$ cat config.mk
export PLATFORM = sky130hd
export DESIGN_NAME = backslash_escape_decoder
export DESIGN_NICKNAME = d
export VERILOG_FILES = /design/src/hw/rtl/bsed_pkg.sv /design/src/hw/rtl/bsed_decode.sv /design/src/hw/rtl/bsed_out_buf.sv /design/src/hw/rtl/backslash_escape_decoder.sv
export SDC_FILE = /design/constraint.sdc
export NUM_CORES = 1
export LEC_CHECK = 0
export ABC_AREA = 1
export CORE_UTILIZATION = 40
export CTS_BUF_LIST = sky130_fd_sc_hd__clkbuf_8
export DETAILED_ROUTE_END_ITERATION = 8
export DONT_BUFFER_PORTS = 1
export MAX_ROUTING_LAYER = met4
export PLACE_DENSITY_LB_ADDON = 0.1
export REMOVE_ABC_BUFFERS = 1
export SLEW_MARGIN = 15
export SYNTH_ARGS = -nofsm -noshare
export SYNTH_HDL_FRONTEND = slang
export SYNTH_SLANG_ARGS = --single-unit
$ cat constraint.sdc
create_clock -name clk -period 3.34 [get_ports clk]
set_input_delay 0.668 -clock clk [delete_from_list [all_inputs] [get_ports clk]]
set_output_delay 0.668 -clock clk [all_outputs]
set_load 0.02 [all_outputs]
$ cat src/hw/rtl/bsed_pkg.sv
`timescale 1ns / 1ps

package bsed_pkg;

    // Action codes of a text request
    localparam logic [1:0] ACT_TEXT = 2'd0;
    localparam logic [1:0] ACT_EOA  = 2'd1;
    localparam logic [1:0] ACT_EOL  = 2'd2;

    // Configuration register indexes
    localparam int unsigned CFG_IDX_W = 1;
    localparam logic [CFG_IDX_W-1:0] CFG_ESCAPES  = 1'd0;
    localparam logic [CFG_IDX_W-1:0] CFG_NEWLINE  = 1'd1;

    // Most result bytes that one request can cause
    localparam int unsigned MAX_RES = 3;
    localparam int unsigned CNT_W   = 2;

    localparam logic [7:0] CH_BSL   = 8'h5C;
    localparam logic [7:0] CH_SPACE = 8'h20;
    localparam logic [7:0] CH_LF    = 8'h0A;
    localparam logic [7:0] CH_ESC   = 8'h1B;

    typedef enum logic [2:0] {
        PH_IDLE = 3'd0,
        PH_BSL  = 3'd1,
        PH_HEX0 = 3'd2,
        PH_HEX1 = 3'd3,
        PH_OCT  = 3'd4
    } phase_t;

    typedef struct packed {
        logic [1:0] action;
        logic [7:0] char_byte;
    } text_item_t;

    typedef struct packed {
        logic [7:0] out_byte;
        logic       run_last;
    } byte_item_t;

    typedef struct packed {
        logic escapes_enabled;
        logic trailing_newline;
    } cfg_t;

    typedef struct packed {
        phase_t     phase;
        logic [8:0] digit_value;
        logic [1:0] digits_left;
        logic       separator_pending;
        logic       output_stopped;
    } dec_state_t;

    typedef struct packed {
        logic [MAX_RES-1:0][7:0] bytes;
        logic [CNT_W-1:0]        count;
    } res_group_t;

endpackage

$ cat src/hw/rtl/bsed_decode.sv
`timescale 1ns / 1ps

// Decode one request against the current line state: up to three result
// bytes and the state that follows.
module bsed_decode (
    input  bsed_pkg::text_item_t item,
    input  bsed_pkg::dec_state_t state,
    input  bsed_pkg::cfg_t       cfg,
    output bsed_pkg::dec_state_t state_next,
    output bsed_pkg::res_group_t group
);

    function automatic bsed_pkg::res_group_t push(bsed_pkg::res_group_t g, logic [7:0] b);
        bsed_pkg::res_group_t r;
        r = g;
        r.bytes[r.count] = b;
        r.count = r.count + bsed_pkg::CNT_W'(1);
        return r;
    endfunction

    logic [7:0] c;
    logic       is_hex;
    logic [3:0] hex_val;
    logic       is_oct;
    logic [8:0] oct_value;
    logic [1:0] left_dec;

    always_comb
    begin
        c = item.char_byte;
        is_hex = 1'b0;
        hex_val = c[3:0];
        if (c >= 8'h30 && c <= 8'h39)
        begin
            is_hex = 1'b1;
        end
        else if ((c >= 8'h61 && c <= 8'h66) || (c >= 8'h41 && c <= 8'h46))
        begin
            is_hex = 1'b1;
            hex_val = c[3:0] + 4'd9;
        end
        is_oct = (c >= 8'h30) && (c <= 8'h37);
        oct_value = {state.digit_value[5:0], c[2:0]};
        left_dec = state.digits_left - 2'd1;
    end

    // Flush the pending sequence of the current state into a group.
    function automatic bsed_pkg::res_group_t flush(bsed_pkg::res_group_t g,
                                                   bsed_pkg::dec_state_t s);
        bsed_pkg::res_group_t r;
        r = g;
        unique case (s.phase)
            bsed_pkg::PH_BSL:  r = push(r, bsed_pkg::CH_BSL);
            bsed_pkg::PH_HEX0:
            begin
                r = push(r, bsed_pkg::CH_BSL);
                r = push(r, 8'h78);
            end
            bsed_pkg::PH_HEX1,
            bsed_pkg::PH_OCT:  r = push(r, s.digit_value[7:0]);
            default:           r = g;
        endcase
        return r;
    endfunction

    always_comb
    begin
        bsed_pkg::dec_state_t s;
        bsed_pkg::res_group_t g;
        logic                 plain;
        s = state;
        g = '0;
        plain = 1'b0;

        if (item.action == bsed_pkg::ACT_EOL)
        begin
            if (!state.output_stopped)
            begin
                g = flush(g, state);
                if (cfg.trailing_newline)
                begin
                    g = push(g, bsed_pkg::CH_LF);
                end
            end
            s = '0;
        end
        else if ((item.action == bsed_pkg::ACT_TEXT || item.action == bsed_pkg::ACT_EOA)
                 && !state.output_stopped)
        begin
            if (state.separator_pending)
            begin
                g = push(g, bsed_pkg::CH_SPACE);
                s.separator_pending = 1'b0;
            end
            if (item.action == bsed_pkg::ACT_EOA)
            begin
                g = flush(g, state);
                s.phase = bsed_pkg::PH_IDLE;
                s.digit_value = '0;
                s.digits_left = '0;
                s.separator_pending = 1'b1;
            end
            else
            begin
                // Any path that falls back to plain text clears the sequence first
                unique case (state.phase)
                    bsed_pkg::PH_BSL:
                    begin
                        s.phase = bsed_pkg::PH_IDLE;
                        s.digit_value = '0;
                        s.digits_left = '0;
                        unique case (c)
                            8'h61: g = push(g, 8'h07);
                            8'h62: g = push(g, 8'h08);
                            8'h65: g = push(g, bsed_pkg::CH_ESC);
                            8'h66: g = push(g, 8'h0C);
                            8'h6E: g = push(g, 8'h0A);
                            8'h72: g = push(g, 8'h0D);
                            8'h74: g = push(g, 8'h09);
                            8'h76: g = push(g, 8'h0B);
                            8'h5C: g = push(g, bsed_pkg::CH_BSL);
                            8'h63: s.output_stopped = 1'b1;
                            8'h78: s.phase = bsed_pkg::PH_HEX0;
                            8'h30:
                            begin
                                s.phase = bsed_pkg::PH_OCT;
                                s.digits_left = 2'd3;
                            end
                            default:
                            begin
                                if (is_oct)
                                begin
                                    s.phase = bsed_pkg::PH_OCT;
                                    s.digit_value = {6'd0, c[2:0]};
                                    s.digits_left = 2'd2;
                                end
                                else
                                begin
                                    g = push(g, bsed_pkg::CH_BSL);
                                    g = push(g, c);
                                end
                            end
                        endcase
                    end
                    bsed_pkg::PH_HEX0:
                    begin
                        if (is_hex)
                        begin
                            s.phase = bsed_pkg::PH_HEX1;
                            s.digit_value = {5'd0, hex_val};
                        end
                        else
                        begin
                            g = flush(g, state);
                            plain = 1'b1;
                        end
                    end
                    bsed_pkg::PH_HEX1:
                    begin
                        if (is_hex)
                        begin
                            g = push(g, {state.digit_value[3:0], hex_val});
                            s.phase = bsed_pkg::PH_IDLE;
                            s.digit_value = '0;
                            s.digits_left = '0;
                        end
                        else
                        begin
                            g = flush(g, state);
                            plain = 1'b1;
                        end
                    end
                    bsed_pkg::PH_OCT:
                    begin
                        if (is_oct && state.digits_left != 2'd0)
                        begin
                            if (left_dec == 2'd0)
                            begin
                                g = push(g, oct_value[7:0]);
                                s.phase = bsed_pkg::PH_IDLE;
                                s.digit_value = '0;
                                s.digits_left = '0;
                            end
                            else
                            begin
                                s.digit_value = oct_value;
                                s.digits_left = left_dec;
                            end
                        end
                        else
                        begin
                            g = flush(g, state);
                            plain = 1'b1;
                        end
                    end
                    default:
                    begin
                        plain = 1'b1;
                    end
                endcase

                if (plain)
                begin
                    s.phase = bsed_pkg::PH_IDLE;
                    s.digit_value = '0;
                    s.digits_left = '0;
                    if (c == bsed_pkg::CH_BSL && cfg.escapes_enabled)
                    begin
                        s.phase = bsed_pkg::PH_BSL;
                    end
                    else
                    begin
                        g = push(g, c);
                    end
                end
            end
        end

        state_next = s;
        group = g;
    end

endmodule

$ cat src/hw/rtl/bsed_out_buf.sv
`timescale 1ns / 1ps

// Result register: holds one group of result bytes and hands them out one
// per cycle while byte_stall is low.
module bsed_out_buf (
    input  logic                 clk,
    input  logic                 rst_n,
    input  logic                 load,
    input  bsed_pkg::res_group_t group,
    output logic                 load_ok,
    output logic                 byte_valid,
    input  logic                 byte_stall,
    output bsed_pkg::byte_item_t byte_item
);

    logic [bsed_pkg::MAX_RES-1:0][7:0] bytes_reg;
    logic [bsed_pkg::CNT_W-1:0]        left_reg;
    logic                              taken;

    assign byte_valid = (left_reg != '0);
    assign taken      = byte_valid && !byte_stall;
    assign load_ok    = (left_reg == '0) ||
                        (left_reg == bsed_pkg::CNT_W'(1) && taken);

    assign byte_item.out_byte = bytes_reg[0];
    assign byte_item.run_last = (left_reg == bsed_pkg::CNT_W'(1));

    always_ff @(posedge clk or negedge rst_n)
    begin
        if (!rst_n)
        begin
            left_reg <= '0;
        end
        else if (load)
        begin
            left_reg <= group.count;
        end
        else if (taken)
        begin
            left_reg <= left_reg - bsed_pkg::CNT_W'(1);
        end
    end

    // Advance the bytes toward slot 0 as each one is taken
    always_ff @(posedge clk)
    begin
        if (load)
        begin
            bytes_reg <= group.bytes;
        end
        else if (taken)
        begin
            bytes_reg <= {8'h00, bytes_reg[bsed_pkg::MAX_RES-1:1]};
        end
    end

endmodule

$ cat src/hw/rtl/backslash_escape_decoder.sv
`timescale 1ns / 1ps

// Channel  Direction  Handshake            Payload
// text     in         text_valid/stall     text_item (action, char_byte)
// byte     out        byte_valid/stall     byte_item (out_byte, run_last)
// cfg      in         cfg_valid/ready      cfg_index, cfg_data
//
// A text request is registered, then decoded in one pass into a group of up
// to three result bytes, which the result register hands out one per cycle
// while byte_stall is low. Requests with one or no result flow at one per
// cycle; more results hold the next request in its register (one byte port).
// Reset clears the line state and the buffers; escapes start off, newline on.
// A stall on the byte side backs up into text_stall once both stages fill.
module backslash_escape_decoder (
    input  logic                               clk,
    input  logic                               rst_n,

    input  logic                               text_valid,
    output logic                               text_stall,
    input  bsed_pkg::text_item_t               text_item,

    output logic                               byte_valid,
    input  logic                               byte_stall,
    output bsed_pkg::byte_item_t               byte_item,

    input  logic                               cfg_valid,
    output logic                               cfg_ready,
    input  logic [bsed_pkg::CFG_IDX_W-1:0]     cfg_index,
    input  logic                               cfg_data
);

    // Input register
    logic                 in_valid_reg;
    bsed_pkg::text_item_t in_item_reg;

    // Line state, updated as each request leaves the input register
    bsed_pkg::dec_state_t state_reg;
    bsed_pkg::dec_state_t state_next;

    bsed_pkg::cfg_t       cfg_reg;
    bsed_pkg::res_group_t group;
    logic                 load_ok;
    logic                 consume;

    // Configuration writes are always taken
    assign cfg_ready = 1'b1;

    always_ff @(posedge clk or negedge rst_n)
    begin
        if (!rst_n)
        begin
            cfg_reg.escapes_enabled  <= 1'b0;
            cfg_reg.trailing_newline <= 1'b1;
        end
        else if (cfg_valid && cfg_ready)
        begin
            unique case (cfg_index)
                bsed_pkg::CFG_ESCAPES: cfg_reg.escapes_enabled  <= cfg_data;
                bsed_pkg::CFG_NEWLINE: cfg_reg.trailing_newline <= cfg_data;
                default:               cfg_reg <= cfg_reg;
            endcase
        end
    end

    // Move the registered request on once the result register can take its group
    assign consume    = in_valid_reg && load_ok;
    assign text_stall = in_valid_reg && !load_ok;

    always_ff @(posedge clk or negedge rst_n)
    begin
        if (!rst_n)
        begin
            in_valid_reg <= 1'b0;
        end
        else if (!text_stall)
        begin
            in_valid_reg <= text_valid;
        end
    end

    // Hold the payload while stalled
    always_ff @(posedge clk)
    begin
        if (!text_stall)
        begin
            in_item_reg <= text_item;
        end
    end

    always_ff @(posedge clk or negedge rst_n)
    begin
        if (!rst_n)
        begin
            state_reg <= '0;
        end
        else if (consume)
        begin
            state_reg <= state_next;
        end
    end

    bsed_decode u_decode (
        .item       (in_item_reg),
        .state      (state_reg),
        .cfg        (cfg_reg),
        .state_next (state_next),
        .group      (group)
    );

    bsed_out_buf u_out_buf (
        .clk        (clk),
        .rst_n      (rst_n),
        .load       (consume),
        .group      (group),
        .load_ok    (load_ok),
        .byte_valid (byte_valid),
        .byte_stall (byte_stall),
        .byte_item  (byte_item)
    );

endmodule
* After elaboration in Yosys (flattened, before gate mapping)
Index checks and enable logic that the tools add are counted.
Word-level totals: bits in registers 54, input bits 17, output and inout bits 12, logic and storage cells 211
Operators by class: $add $sub $neg 7, magnitude comparators 15, eq/ne operators 24, mux-type cells 72, bitwise logic cells 34, reductions and logical operators 45
Operators with widths (count):
- 26-bit two-way mux | 20
- 26-bit case mux with 10 select lines | 1
- 24-bit bitwise mux | 5
- 26-bit case mux with 4 select lines | 1
- 8-bit by 7-bit equality test with 1-bit output, second input constant | 11
- 26-bit case mux with 3 select lines | 1
- 18-bit AND | 4
- 18-bit inverter | 4
- 14-bit two-way mux | 5
- 8-bit demux with 2-bit select | 4
- 17-bit case mux with 3 select lines | 1
- 24-bit two-way mux | 2
- 12-bit case mux with 4 select lines | 1
- 15-bit AND | 3
- 15-bit inverter | 3
- 8-bit two-way mux | 5
- 12-bit AND | 3
- 12-bit inverter | 3
- 12-bit OR | 3
- 16-bit two-way mux | 2
- 9-bit OR | 3
- 6-bit OR | 4
- 21-bit AND | 1
- 21-bit inverter | 1
- other kinds (46) | 106

* Logic depth before layout (Yosys ltp)
depth in word-level cells 29, depth in mapped cells 23, mapped depth without buffers 22

* Hierarchy
Synthesis repeated with hierarchy kept, for this count alone.
Second synthesis, totals: cell total of the unflattened synthesis 916, area total of the unflattened synthesis 5745.5 µm²
Modules (own cells, without submodules):
- bsed_decode | times used 1, cells each 693, area an instance 3394.5 µm², seq. area each 0.0 µm²
- bsed_out_buf | times used 1, cells each 123, area an instance 1213.7 µm², seq. area each 770.7 µm²
- backslash_escape_decoder | times used 1, cells each 100, area an instance 1137.3 µm², seq. area each 777.0 µm²

* Least setup slack after synthesis
No wires, ideal clock.
path type reg-to-reg, start point reg in_item_reg[0] (netlist bit), end point reg u_out_buf.bytes_reg, in the netlist u_out_buf.byte_item[8], data pin, library setup time 253 ps, arrival time 2499 ps, slack 588 ps, cell stages (with the launch flop) 21, path buffers 1, period minus slack after synthesis 2752 ps, cell sequence edfxtp_1 inv_2 ha_1 a21oi_1 nand2_1 nand3_4 nand2_2 buf_4 o21ai_0 nor2_1 nor2_1 nand2_1 inv_1 ha_1 nand2_8 nand2_2 a21oi_1 o21ai_1 nand2_1 nand2_1 nand2_1
Between the ends: cells in the longest elaborated chain, start to end 21, elaborated cells between the ends (all ways) 56, those cells by class 9 x order compare; 12 x eq/ne; 26 x mux; 9 x reduce/logical
Ends and longest elaborated chain:
- from (decl) | line backslash_escape_decoder.sv:34 | bsed_pkg::text_item_t in_item_reg;
- from (signal assigned) | line backslash_escape_decoder.sv:86 | in_item_reg <= text_item;
- 8-bit by 7-bit greater-or-equal comparator with 1-bit output or 8-bit by 7-bit less-or-equal comparator with 1-bit output (tied branches) | line bsed_decode.sv:37 | else if ((c >= 8'h61 && c <= 8'h66) || (c >= 8'h41 && c <= 8'h46))
- 1-bit logical AND | line bsed_decode.sv:37
- 1-bit logical OR | line bsed_decode.sv:37
- 1-bit two-way mux | line bsed_decode.sv:37
- 1-bit two-way mux | line bsed_decode.sv:33 | if (c >= 8'h30 && c <= 8'h39)
- 26-bit two-way mux, on equally long branches | line bsed_decode.sv:160, bsed_decode.sv:147
- 26-bit case mux with 4 select lines | line bsed_decode.sv:106 | unique case (state.phase)
- 26-bit two-way mux | line bsed_decode.sv:95 | if (item.action == bsed_pkg::ACT_EOA)
- [... 5 more ...]
- 8-bit demux with 2-bit select
- 24-bit bitwise mux | line bsed_decode.sv:16 | r.bytes[r.count] = b;
- 26-bit two-way mux | line bsed_decode.sv:207 | if (c == bsed_pkg::CH_BSL && cfg.escapes_enabled)
- 26-bit two-way mux * | line bsed_decode.sv:202 | if (plain)
- 26-bit two-way mux * | line bsed_decode.sv:95
- 26-bit two-way mux * | line bsed_decode.sv:87 | else if ((item.action == bsed_pkg::ACT_TEXT || item.action == bsed_pkg::ACT_EOA)
- 26-bit two-way mux * | line bsed_decode.sv:75 | if (item.action == bsed_pkg::ACT_EOL)
- 24-bit two-way mux * | line bsed_out_buf.sv:47 | if (load)
- to (signal assigned) | line bsed_out_buf.sv:49 | bytes_reg <= group.bytes;
- to (signal assigned) | line bsed_out_buf.sv:53 | bytes_reg <= {8'h00, bytes_reg[bsed_pkg::MAX_RES-1:1]};
- to (decl) | line bsed_out_buf.sv:16 | logic [bsed_pkg::MAX_RES-1:0][7:0] bytes_reg;
Mark *: on every way between the ends. The rest lies on a longest branch, timed or not. The select of a mux whose other input is x is not followed. A chain may end at the register's enable or synchronous reset.

* Worst setup path after layout
start point reg in_item_reg[1] (netlist bit), end point reg u_out_buf.bytes_reg[20] (netlist bit), data pin
The elaborated chain is that of the path after synthesis.

==> results.toml <==
[clock_network]
clock_pin_slew_on_the_worst_setup_and_hold_paths_ns = 0.11
clock_insertion_delay_worst_skew_ns = 0.35
cts_max_path_buffers = 2
cts_root_buffer = "clkbuf_8"
tritoncts.num_buffers = 5
cts_max_level = 2
tritoncts_clock_tree = "done"
clock_sink_count = 54

[floorplanning]
floorplan.die.width_um = 117
fp.dieArea_mm2 = 0.0136
design.portCount = 29
design.core.area_mm2 = 0.0127
start_util_pct = 41.3
placementRows = 41
die_height_um = 117

[timing]
final_critical_path_setup_slack_ns = 0.218
rsz0062_at_grt = "yes"
worstMarginPinSlew_ns = 0.917
slew_headroom_pct = 38.8
fmax_mhz = 320
report.final.hold_viol_count = 0
maxSlewViolCount = 0
finalCriticalPeriod_ns = 3.12
report.final.setup_viol = 0
layout_worst_path_cycle_share_pct = 93.5
timing.clock.skew_ns = 0.0111
final.hold.worst_slack_ns = 0.151

[global_route]
maximum_number_of_pins_on_one_net_before_global_route_repair = 33
antenna_found_initial = 0
grt.overflow.total = 0
grt_util_met3_pct = 5.09
grt_pass1_wl_um = 31000
busiest_layer = "met2"
grt.met2_usage_pct = 52.0
grt_util_met1_pct = 42.3
first_global_vias = 5373
grt_util_all_layers_pct = 32.9

[yosys]
synthesis.instances = 797
seq_area_frac_synth_pct = 29.0
syn_avg_cell_area_um2 = 6.59
synth_largest_area_cell = "edfxtp_1"
yosys-top-cells-area = "edfxtp_1 (19%), nand2_1 (15%), dfrtp_1 (9.1%)"
ys_ff_latch = 54
synth-edff-count = 34
synth.cell_area_mm2 = 0.00525
yosysWarnings = 0
synth_top_area_share_pct = 19.4
synthDistinctLibCells = 53
synth_async_sr_flop_share_pct = 37.0
yosys_most_used_dff = "edfxtp_1"

[place]
gpl.final_weighted_congestion = 1.03
numPlacedInstances = 983
placed_cell_area_mm2 = 0.00564
detailedPlacementHpwl_um = 16600
port_buffers = 0
dpl_worst_slack_ns = 0.115

[setup_path]
criticalPathCategory = "reg2reg"
worst-endpoint-required_ns = 3.44
critical_path_peak_fanout = 6
crit_arrival_ns = 3.22
endpoint_kind = "register"
crit_path_start_kind = "register"

[run_status]
run_status = "complete, no violations"

[detailed_routing]
routed_via_density = 5.72
drtPass1Iterations = 5
drt_first_iter_violations = 552
vias = 5695
avgRoutedWirePerCell_um = 20.8
drcViolationCount = 0
antenna_violating_nets_post_route = 0
postRouteWirelength_um = 20700

[finish]
fraction_of_the_core_area_covered_by_cells_at_the_end_of_the_flow_pct = 45.7
largest_register_ffs = 16
post_route_non_filler_standard_cell_count = 996
final_area_mm2 = 0.00581
n_antenna_cell = 0
proportion_of_layout_cells_with_a_drive_suffix_above_1_pct = 15.7
final_net_count = 859
areaGrowthSynthToFinish_pct = 10.7

[pwr]
leakage_power_nw = 2.74
p_per_area_mw_per_mm2 = 1150
worst_vdd_rail_ir_drop_uv = 595

[min_path]
holdCritPathClass = "in2async"

[flow_run]
max_cap_violations = 0
==> worst max-delay path: stages, from the launching register on <==
cell and delay, ns:
edfxtp_1 0.47, inv_2 0.09, ha_1 0.24, inv_1 0.14
nand3_1 0.09, nand3_1 0.16, nand2_2 0.15, nor2_1 0.21
inv_1 0.08, o21ai_0 0.08, nor2_1 0.07, nand2_1 0.14
buf_4 0.14, ha_1 0.18, nand2_4 0.06, inv_2 0.07
o21ai_2 0.08, a211oi_1 0.34, nor2_1 0.07
==> timing repair <==
| action | CTS | global route |
|---|---|---|
| resized for setup | 0 | 3 |
| hold endpoints to repair | 6 | 0 |
| setup endpoints to repair | 0 | 25 |
| buffers inserted | 0 | 1 |
| hold buffers | 4 | 0 |
==> path summary, 6_finish.rpt <==
check,start,to,slack [ns],cells after the start
max in group asynchronous,rst_n,u_out_buf.left_reg[0],2.45,1
min in group clk,cfg_valid,cfg_reg[0],0.38,1
worst max-delay path,in_item_reg[1],u_out_buf.bytes_reg[20],0.22,18
worst min-delay path,rst_n,cfg_reg[0],0.15,0
worst max register to register,in_item_reg[1],u_out_buf.bytes_reg[20],0.22,18
worst min register to register,u_out_buf.left_reg[1],u_out_buf.left_reg[1],0.51,2
==> cells in the mapped netlist, types with 4 or more instances <==
cell type,count
nor2_2,10
nor3_1,6
buf_4,12
inv_2,19
a31oi_1,10
nand3_1,54
nand2_1,205
o31ai_1,7
clkbuf_1,14
inv_1,77
nor2_4,4
ha_1,19
buf_2,4
nand4_1,11
nand2_4,6
buf_6,4
o211ai_1,7
nor2_1,90
o22ai_1,6
a21oi_1,59
o21ai_0,50
edfxtp_1,34
nand2_2,8
dfrtp_1,19
o21ai_1,19
==> power by group <==
part	internal [mW]	leakage (nW)	switching (mW)
logic	1.46	2.09	3.25
registers	1.14	0.593	0.323
clock network	0.229	0.0563	0.254
==> cells in the final DEF, fill, tap and decap left out, types with 18 or more instances in the layout <==
cell      instances
a21oi_1          58
buf_4            50
dfrtp_1          19
edfxtp_1         34
ha_1             18
inv_1            77
inv_2            19
nand2_1         205
nand3_1          54
nor2_1           89
o21ai_0          50
o21ai_1          19
==> metrics by stage <==
stage	setup TNS [ns]	total power, mW
after floorplan	0	4.34
after global placement	0	6.04
after detailed placement	0	6.05
after CTS	0	6.55
after global routing	-0.000622	7.12
final	0	6.66
==> cell families (layout without fill, tap and decap cells) <==
group	count (synthesis)	after routing	share of synthesized area [%]
simple gates	410	410	35.8
fa+ha+maj	19	19	4.53
flops	54	54	29.0
other cells	1	1	0.0714
xor+xnor	2	2	0.334
compound gates	174	174	18.7
buf+inv	137	164	11.6
==> cell type report <==
class | count | area (um2)
Tap cell | 172 | 215
Sequential cell | 54 | 1520
Fill cell | 1411 | 6910
Clock buffer | 5 | 68.8
Multi-Input combinational cell | 606 | 3130
Timing Repair Buffer | 55 | 435
Inverter | 101 | 392
Clock inverter | 3 | 48.8
==> per-layer routing <==
| metal | up-vias | part of all wire, % |
|---|---|---|
| met2 | 238 | 46 |
| li1 | 2678 | - |
| met5 | - | 0 |
| met4 | 0 | 3.5 |
| met3 | 45 | 6.6 |
| met1 | 2734 | 43 |
(Power assumes the default switching activity.)
